`config.mk`:
```
export PLATFORM = sky130hd
export DESIGN_NAME = chb_ctrl
export DESIGN_NICKNAME = d
export VERILOG_FILES = /design/src/design/chb_pkg.sv /design/src/design/chb_ctrl.sv
export SDC_FILE = /design/constraint.sdc
export NUM_CORES = 1
export LEC_CHECK = 0
export CORE_AREA = 4 4 41 43
export CTS_BUF_LIST = sky130_fd_sc_hd__clkbuf_8
export CTS_CLUSTER_DIAMETER = 100
export DETAILED_ROUTE_END_ITERATION = 7
export DIE_AREA = 0 0 45 47
export DONT_BUFFER_PORTS = 1
export GPL_ROUTABILITY_DRIVEN = 0
export HOLD_SLACK_MARGIN = 0.1
export PLACE_DENSITY_LB_ADDON = 0.15
export REMOVE_ABC_BUFFERS = 1
export SETUP_SLACK_MARGIN = 0.15
export SKIP_LAST_GASP = 1
export SYNTH_ARGS = -nofsm -noshare
export SYNTH_HDL_FRONTEND = slang
export SYNTH_SLANG_ARGS = --single-unit
export TNS_END_PERCENT = 50
```
`constraint.sdc`:
```
create_clock -name clock -period 1.9 [get_ports clock]
set_input_delay 0.095 -clock clock [delete_from_list [all_inputs] [get_ports clock]]
set_output_delay 0.095 -clock clock [all_outputs]
set_load 0.01 [all_outputs]
```
`src/design/chb_pkg.sv`:
```
// ----------------------------------------------------------------------------
// chb_pkg
// Shared constants, types and helpers of the canonical Huffman block decoder.
// ----------------------------------------------------------------------------
package chb_pkg;

   localparam int SYM_BITS      = 8;
   localparam int CODE_LEN_MAX  = 16;
   localparam int COUNT_BITS    = 9;
   localparam int WORD_BITS     = 32;
   localparam int MAX_OUT       = 32;
   localparam int BLEN_BITS     = 16;
   localparam int NUM_SYMS      = 1 << SYM_BITS;
   localparam int LANES         = 8;
   localparam int ROWS          = NUM_SYMS / LANES;
   localparam int ACC_BITS      = 64;
   localparam int CNT_BITS      = 7;
   localparam int LEN_BITS      = $clog2(CODE_LEN_MAX + 2);
   localparam int LIDX_BITS     = $clog2(CODE_LEN_MAX);
   localparam int ROW_BITS      = $clog2(ROWS);
   localparam int LANE_BITS     = $clog2(LANES);
   localparam int NOUT_BITS     = $clog2(MAX_OUT + 1);

   localparam logic [BLEN_BITS-1:0] BLOCK_LEN_RESET = BLEN_BITS'(4096);

   typedef logic [WORD_BITS-1:0]    word_type;
   typedef logic [SYM_BITS-1:0]     sym_type;
   typedef logic [CODE_LEN_MAX-1:0] code_type;
   typedef logic [LEN_BITS-1:0]     len_type;
   typedef logic [BLEN_BITS-1:0]    blen_type;
   typedef logic [COUNT_BITS-1:0]   count_type;

   typedef struct packed {
      len_type  len;
      code_type code;
   } entry_type;

   typedef struct packed {
      logic load_word;
      logic take_count;
      logic start_symbols;
      logic next_length;
      logic take_symbol;
      logic enter_decode;
      logic restart_header;
      logic scan_start;
      logic emit_ok;
      logic emit_err;
      logic push_pend;
      logic push_last;
   } dp_cmd_type;

   typedef struct packed {
      logic has_count;
      logic has_symbol;
      logic has_code;
      logic left_zero;
      logic li_last;
      logic bl_zero;
      logic scan_done;
      logic no_match;
      logic block_done;
      logic n_full;
      logic pend_valid;
      logic out_free;
   } dp_status_type;

   // Bit reversal so that codes can be matched against the LSB-first stream.
   function automatic code_type mirror_code(input code_type v);
      code_type r;
      for (int i = 0; i < CODE_LEN_MAX; i++) begin
         r[CODE_LEN_MAX-1-i] = v[i];
      end
      return r;
   endfunction

endpackage

```
`src/design/chb_ctrl.sv`:
```
// ----------------------------------------------------------------------------
// chb_ctrl
// Sequencer: walks the header, the code table build and the symbol decode.
// ----------------------------------------------------------------------------
module chb_ctrl (
   input  logic                   clock,
   input  logic                   reset,
   input  logic                   req_valid,
   output logic                   req_ready,
   input  chb_pkg::dp_status_type sts,
   output chb_pkg::dp_cmd_type    cmd
);
   import chb_pkg::*;

   localparam logic [1:0] PH_COUNTS  = 2'd0;
   localparam logic [1:0] PH_SYMBOLS = 2'd1;
   localparam logic [1:0] PH_DECODE  = 2'd2;
   localparam logic [1:0] PH_HALT    = 2'd3;

   localparam logic [2:0] ST_IDLE  = 3'd0;
   localparam logic [2:0] ST_RUN   = 3'd1;
   localparam logic [2:0] ST_SCAN  = 3'd2;
   localparam logic [2:0] ST_MATCH = 3'd3;
   localparam logic [2:0] ST_FLUSH = 3'd4;

   logic [1:0] phase_ff, phase_in;
   logic [2:0] st_ff, st_in;

   assign req_ready = (st_ff == ST_IDLE);

   always_comb begin
      phase_in = phase_ff;
      st_in    = st_ff;
      cmd      = '0;
      unique case (st_ff)
         ST_IDLE: begin
            if (req_valid && phase_ff != PH_HALT) begin
               cmd.load_word = 1'b1;
               st_in         = ST_RUN;
            end
         end
         ST_RUN: begin
            unique case (phase_ff)
               PH_COUNTS: begin
                  if (sts.has_count) begin
                     cmd.take_count = 1'b1;
                     if (sts.li_last) begin
                        cmd.start_symbols = 1'b1;
                        phase_in          = PH_SYMBOLS;
                     end
                  end else begin
                     st_in = ST_FLUSH;
                  end
               end
               PH_SYMBOLS: begin
                  if (sts.left_zero) begin
                     cmd.next_length = 1'b1;
                     if (sts.li_last) begin
                        cmd.enter_decode = 1'b1;
                        phase_in         = PH_DECODE;
                     end
                  end else if (sts.has_symbol) begin
                     cmd.take_symbol = 1'b1;
                  end else begin
                     st_in = ST_FLUSH;
                  end
               end
               PH_DECODE: begin
                  if (sts.bl_zero) begin
                     cmd.restart_header = 1'b1;
                     phase_in           = PH_COUNTS;
                  end else if (sts.n_full || !sts.has_code) begin
                     st_in = ST_FLUSH;
                  end else begin
                     cmd.scan_start = 1'b1;
                     st_in          = ST_SCAN;
                  end
               end
               default: st_in = ST_FLUSH;
            endcase
         end
         ST_SCAN: begin
            if (sts.scan_done) begin
               st_in = ST_MATCH;
            end
         end
         ST_MATCH: begin
            // The previous result leaves only once we know it is not the last one.
            if (!sts.pend_valid || sts.out_free) begin
               cmd.push_pend = sts.pend_valid;
               if (sts.no_match) begin
                  cmd.emit_err = 1'b1;
                  phase_in     = PH_HALT;
                  st_in        = ST_FLUSH;
               end else begin
                  cmd.emit_ok = 1'b1;
                  if (sts.block_done) begin
                     cmd.restart_header = 1'b1;
                     phase_in           = PH_COUNTS;
                  end
                  st_in = ST_RUN;
               end
            end
         end
         ST_FLUSH: begin
            if (!sts.pend_valid) begin
               st_in = ST_IDLE;
            end else if (sts.out_free) begin
               cmd.push_pend = 1'b1;
               cmd.push_last = 1'b1;
               st_in         = ST_IDLE;
            end
         end
         default: st_in = ST_IDLE;
      endcase
   end

   always_ff @(posedge clock) begin
      if (reset) begin
         phase_ff <= PH_COUNTS;
         st_ff    <= ST_IDLE;
      end else begin
         phase_ff <= phase_in;
         st_ff    <= st_in;
      end
   end

endmodule

```
==> reports/qor.csv, run 1 <==
metric;value;unit
status;finished clean;
multi_input_area;447.9;um2
critPathKind;register to register;
coreArea;1301;um2
syn_inst;74;
antenna_found_initial;0;
h-tree-depth;1;
min_period;1.658;ns
track_usage;16.05;%
fill_cells;133;
hp-class;primary input to register;
avgViaCountPerCell;5.958;
grt_pass1_vias;559;
power.density;1088;nW/um2
clock_latency;0.22;ns
dp_hpwl;1199;um
worstMarginPinSlew;0.5711;ns
finalSetupViolCount;0;
holdWs;0.1120;ns
startpoint_type;register;
r2r_start;phase_ff[0]$_SDFFE_PP0P_;
slowest_stage;dfxtp_1;
post_cts_buffers;0;
crit_start;phase_ff[0]$_SDFFE_PP0P_;
min_from;sts[2];
cpPeakStageDelay;0.36;ns
grt_max_degree;12;
ioPinCount;28;
critical_path.max_fanout;4;
cts.sinks;5;
synthToLayoutAreaGrowth;14.53;%
crit_path_end_kind;register;
seq_area;100.1;um2
antenna_cells;0;
synth-seq-cells;5;
maxSlewHeadroom;61.58;%
wirelength;1477;um
crit_family;compound AO/OA/AOI/OAI gates;
avgRoutedWirePerCell;15.55;um
grt_pass1_wl;2477;um
vias;566;
timing.fmax;0.6030;GHz
layout-drive-gt1-share;18.75;%
drt_iter0_drc;8;
root_buffer;clkbuf_8;
mostFrequentLayoutCells;nand2_1, inv_1, nor2_1, dfxtp_1;
hold_viol_final;0;
die_y;47;um
clkTransAtPathRegs;0.04;ns
netlist.top_cell.by_area;dfxtp_1;
power.leakage;0.2728;nW
drv_cap;0;
synthTopCellsByArea;dfxtp_1, ha_1, o32ai_4, a21o_1, nand2_1;
vdd_drop_max;0.7246;mV
final_util;51.54;%
synth_area;585.6;um2
clk_path_buf_depth;2;
yosysTopAreaCellShare;17.09;%
critPathRequiredTime;2.03;ns
worst-path-buf-inv;1;
cp_cell_sequence;inv_1, ha_1, a21o_1, o32ai_4, a21oi_1, a311oi_1;
synthDistinctLibCells;37;
cts_tree;yes;
die_x;45;um
dieArea;2115;um2
final_antenna_net_count;0;
yosys_warnings;0;
worst_ep_arrival_time;1.79;ns
period_share;87.28;%
port_buffers;0;
slew_violations;0;
finalPower;0.7296;mW
grt_overflow_total;0;
fin_nets;100;
setup_tns;0;ns
avgSynthCellArea;7.913;um2
seq_area_frac_synth;17.09;%
drcViolationCount;0;
rows;13;
firstDrtPassIters;2;
start_util;45.00;%
rsz0062_at_grt;true;
clock_skew;0.002909;ns
cts_buffers;3;
## report_power, final
part | leakage (nW) | internal (mW) | total, mW | switching (mW)
registers | 0.0408 | 0.129 | 0.164 | 0.0346
logic | 0.205 | 0.171 | 0.375 | 0.204
clock network | 0.0269 | 0.138 | 0.190 | 0.0517
## registers in the layout, summed over array words and instances (netlist names)
| name | flops |
|---|---|
| st_ff | 3 |
| phase_ff | 2 |
## synth_stat cells
cell	instances
a21o_2	1
nor2_1	6
buf_6	1
or3b_1	1
inv_1	5
o211a_1	1
a21o_1	3
a32o_1	1
a21oi_1	4
nor2b_1	2
nand4b_1	1
and3_1	3
o21ai_1	1
nand2b_1	2
nor3b_1	2
and2_1	2
o31ai_1	1
a32oi_1	1
dfxtp_1	5
nor4_1	1
o211ai_1	1
buf_4	2
mux2i_1	2
a311oi_1	1
nand4_1	1
nand4_2	1
nor3_1	2
o22ai_1	1
ha_1	4
o32ai_4	1
nand3_1	1
nand2_1	6
nor3b_2	1
a21boi_0	1
and2b_2	1
and3b_2	1
o21ai_0	3
## final timing paths
check | to | slack, ns | depth (start not counted)
setup reg to reg | phase_ff[1]$_SDFFE_PP0P_ | 0.24 | 6
hold / removal | st_ff[1]$_SDFFE_PP0P_ | 0.11 | 3
hold reg to reg | st_ff[0]$_SDFFE_PP0P_ | 0.57 | 2
setup / recovery | phase_ff[1]$_SDFFE_PP0P_ | 0.24 | 6
## repair_timing
item | CTS | global route
gates resized for setup | 1 | 1
hold buffers | 1 | 0
pin swaps | 0 | 1
setup endpoints to repair | 1 | 3
endpoints found under the hold margin | 5 | 0
## routing by layer
layer / vias to the layer above / track usage (%) / share of wire, %
li1: 285 / - / -
met1: 257 / 18.00 / 42
met2: 24 / 28.53 / 48
met3: 0 / 5.364 / 9.7
met4: 0 / 5.263 / 0
met5: - / 0 / 0
## cell families after synthesis
family	Yosys count	share of synthesized area, %
AO/OA/AOI/OAI	21	28.21
adder cells (fa/ha/maj)	4	8.547
buffers and inverters	8	7.692
flip-flops	5	17.09
multiplexers	2	3.419
AND/OR/NAND/NOR	34	35.04
## through the flow
step                      instances  area (um2)  setup slack [ns]
after detailed placement         90       608.1            0.1452
after global routing             95       670.6            0.1214
after CTS                        95       665.6            0.1763
after global placement           90       608.1            0.1933
final                            95       670.6            0.2417
after floorplan                  71       559.3            0.3262
## worst reg2reg max path, stage by stage (launching register included)
cell and delay [ns]:
dfxtp_1 0.36, inv_1 0.09, ha_1 0.24, a21o_1 0.22, o32ai_4 0.33, a21oi_1 0.11, a311oi_1 0.23
## area by class of cell
cell class                 count  share of cell area (%)
inverter                       5                   2.799
timing repair buffer           5                   5.970
tap                           15                   2.799
multi-input combinational     61                   66.79
clock inverter                 1                  0.5597
clock buffer                   3                   6.157
sequential                     5                   14.93
No activity file was read; power rests on OpenSTA's default activity.
==> inputs of run 2 (changes only) <==
Settings changed: CORE_AREA 4 4 41 43 to unset, CORE_MARGIN set to 4, CORE_UTILIZATION set to 35, DIE_AREA 0 0 45 47 to unset, PLACE_DENSITY set to 0.57, PLACE_DENSITY_LB_ADDON 0.15 to unset.
==> reports/qor.csv, run 2 (synthesis gave the netlist of run 1 again) <==
metric;value;unit
ioPinCount;28;
coreArea;1541;um2
largest_reg_flops;3;
antenna_found_initial;0;
r2r_start;phase_ff[0]$_SDFFE_PP0P_;
port_buffers;0;
post_cts_buffers;0;
slew_violations;0;
endpoint;phase_ff[1]$_SDFFE_PP0P_;
drv_cap;0;
vias;549;
start_util;37.99;%
maxSlewHeadroom;60.03;%
grt_max_degree;12;
setup_tns;0;ns
setup_slack;0.2157;ns
cp_cell_sequence;inv_1, ha_1, a21o_1, o32ai_4, a21oi_1, a311oi_1;
synthToLayoutAreaGrowth;15.60;%
grt_pass1_vias;489;
clock_skew;0.002055;ns
drcViolationCount;0;
grt_pass1_wl;2235;um
crit_path_end_kind;register;
timing.fmax;0.5937;GHz
grt_overflow_total;0;
finalSetupViolCount;0;
final_antenna_net_count;0;
avgRoutedWirePerCell;15.65;um
whs_path_depth;3;
slowest_stage;dfxtp_1;
track_usage;12.08;%
cts_buffers;3;
worstMarginPinSlew;0.5941;ns
wirelength;1502;um
min_period;1.684;ns
seq_area;101.3;um2
power.leakage;0.2713;nW
drt_iter0_drc;4;
period_share;88.65;%
cpPeakStageDelay;0.35;ns
clock_latency;0.22;ns
rsz0062_at_grt;true;
r2r_cells;6;
fin_nets;100;
final_area;676.9;um2
antenna_cells;0;
reg_top3;st_ff: 3 flops, phase_ff: 2 flops;
hold_viol_final;0;
critical_path.max_fanout;4;
largest_register;st_ff;
root_buffer;clkbuf_8;
dp_hpwl;1251;um
critPathKind;register to register;
avgViaCountPerCell;5.719;
cts_tree;yes;
vdd_drop_max;0.6165;mV
crit_start;phase_ff[0]$_SDFFE_PP0P_;
critPathRequiredTime;2.02;ns
startpoint_type;register;
h-tree-depth;1;
rows;14;
place_area;609.3;um2
hp-class;primary input to register;
clkTransAtPathRegs;0.03;ns
die_y;48.90;um
power.density;1102;nW/um2
dieArea;2391;um2
clk_path_buf_depth;2;
fill_cells;162;
worst_ep_arrival_time;1.81;ns
timing.rr.end;phase_ff[1]$_SDFFE_PP0P_;
multi_input_area;451.7;um2
ff2ff_setup_slack;0.22;ns
cts.sinks;5;
die_x;48.90;um
firstDrtPassIters;4;
dp_slack;0.1305;ns
layout-drive-gt1-share;20.00;%
mostFrequentLayoutCells;nand2_1, inv_1, nor2_1;
status;finished clean;
==> run 2: repair_timing <==
item | CTS | global route
setup endpoints to repair | 4 | 5
hold buffers | 1 | 0
pin swaps | 0 | 1
resized for setup | 2 | 2
hold endpoints to repair | 5 | 0
==> run 2: worst min-delay path by stage <==
stage	startpoint	endpoint	slack (ns)
floorplan	reset	phase_ff[0]$_SDFFE_PP0P_	0.16
global placement	reset	st_ff[2]$_SDFFE_PP0P_	0.17
detailed placement	reset	st_ff[0]$_SDFFE_PP0P_	0.17
CTS	sts[2]	st_ff[1]$_SDFFE_PP0P_	0.10
global route	sts[2]	st_ff[1]$_SDFFE_PP0P_	0.13
finish	sts[2]	st_ff[1]$_SDFFE_PP0P_	0.10
==> run 2: through the flow <==
step / cells / hold WS [ns] / util (%) / power (mW)
2_1_floorplan: 71 / 0.1641 / - / 0.4243
3_3_place_gp: 91 / 0.1672 / 39.53 / 0.5304
3_5_place_dp: 91 / 0.1702 / 39.53 / 0.5382
4_1_cts: 96 / 0.1017 / 43.34 / 0.7387
5_1_grt: 96 / 0.1329 / 43.91 / 0.8050
6_report: 96 / 0.1011 / 43.91 / 0.7460
==> run 2: power breakdown <==
part / switching (mW) / internal, mW / total [mW]
Combinational: 0.200 / 0.182 / 0.382
Clock: 0.0493 / 0.138 / 0.187
Sequential: 0.0450 / 0.132 / 0.177
Total: 0.294 / 0.452 / 0.746
==> run 2: area by class of cell <==
type / instances / area share, %
Clock buffer: 3 / 6.100
Timing Repair Buffer: 5 / 5.915
Sequential cell: 5 / 14.97
Multi-Input combinational cell: 61 / 66.73
Inverter: 5 / 2.773
Clock inverter: 1 / 0.5545
Tap cell: 16 / 2.957
==> run 2: critical path: cells and delay by family, from the launching register on <==
kind / cells / cell delay (ns)
buffers and inverters: 1 / 0.09
AOI/OAI and AO/OA: 4 / 0.91
adders and majority gates: 1 / 0.25
DFF: 1 / 0.35
==> run 2: layer usage <==
metal	GRT usage (%)	wire length, um
met5	0	0
met4	6.726	17
met3	4.281	129
met2	18.91	711
met1	14.10	642
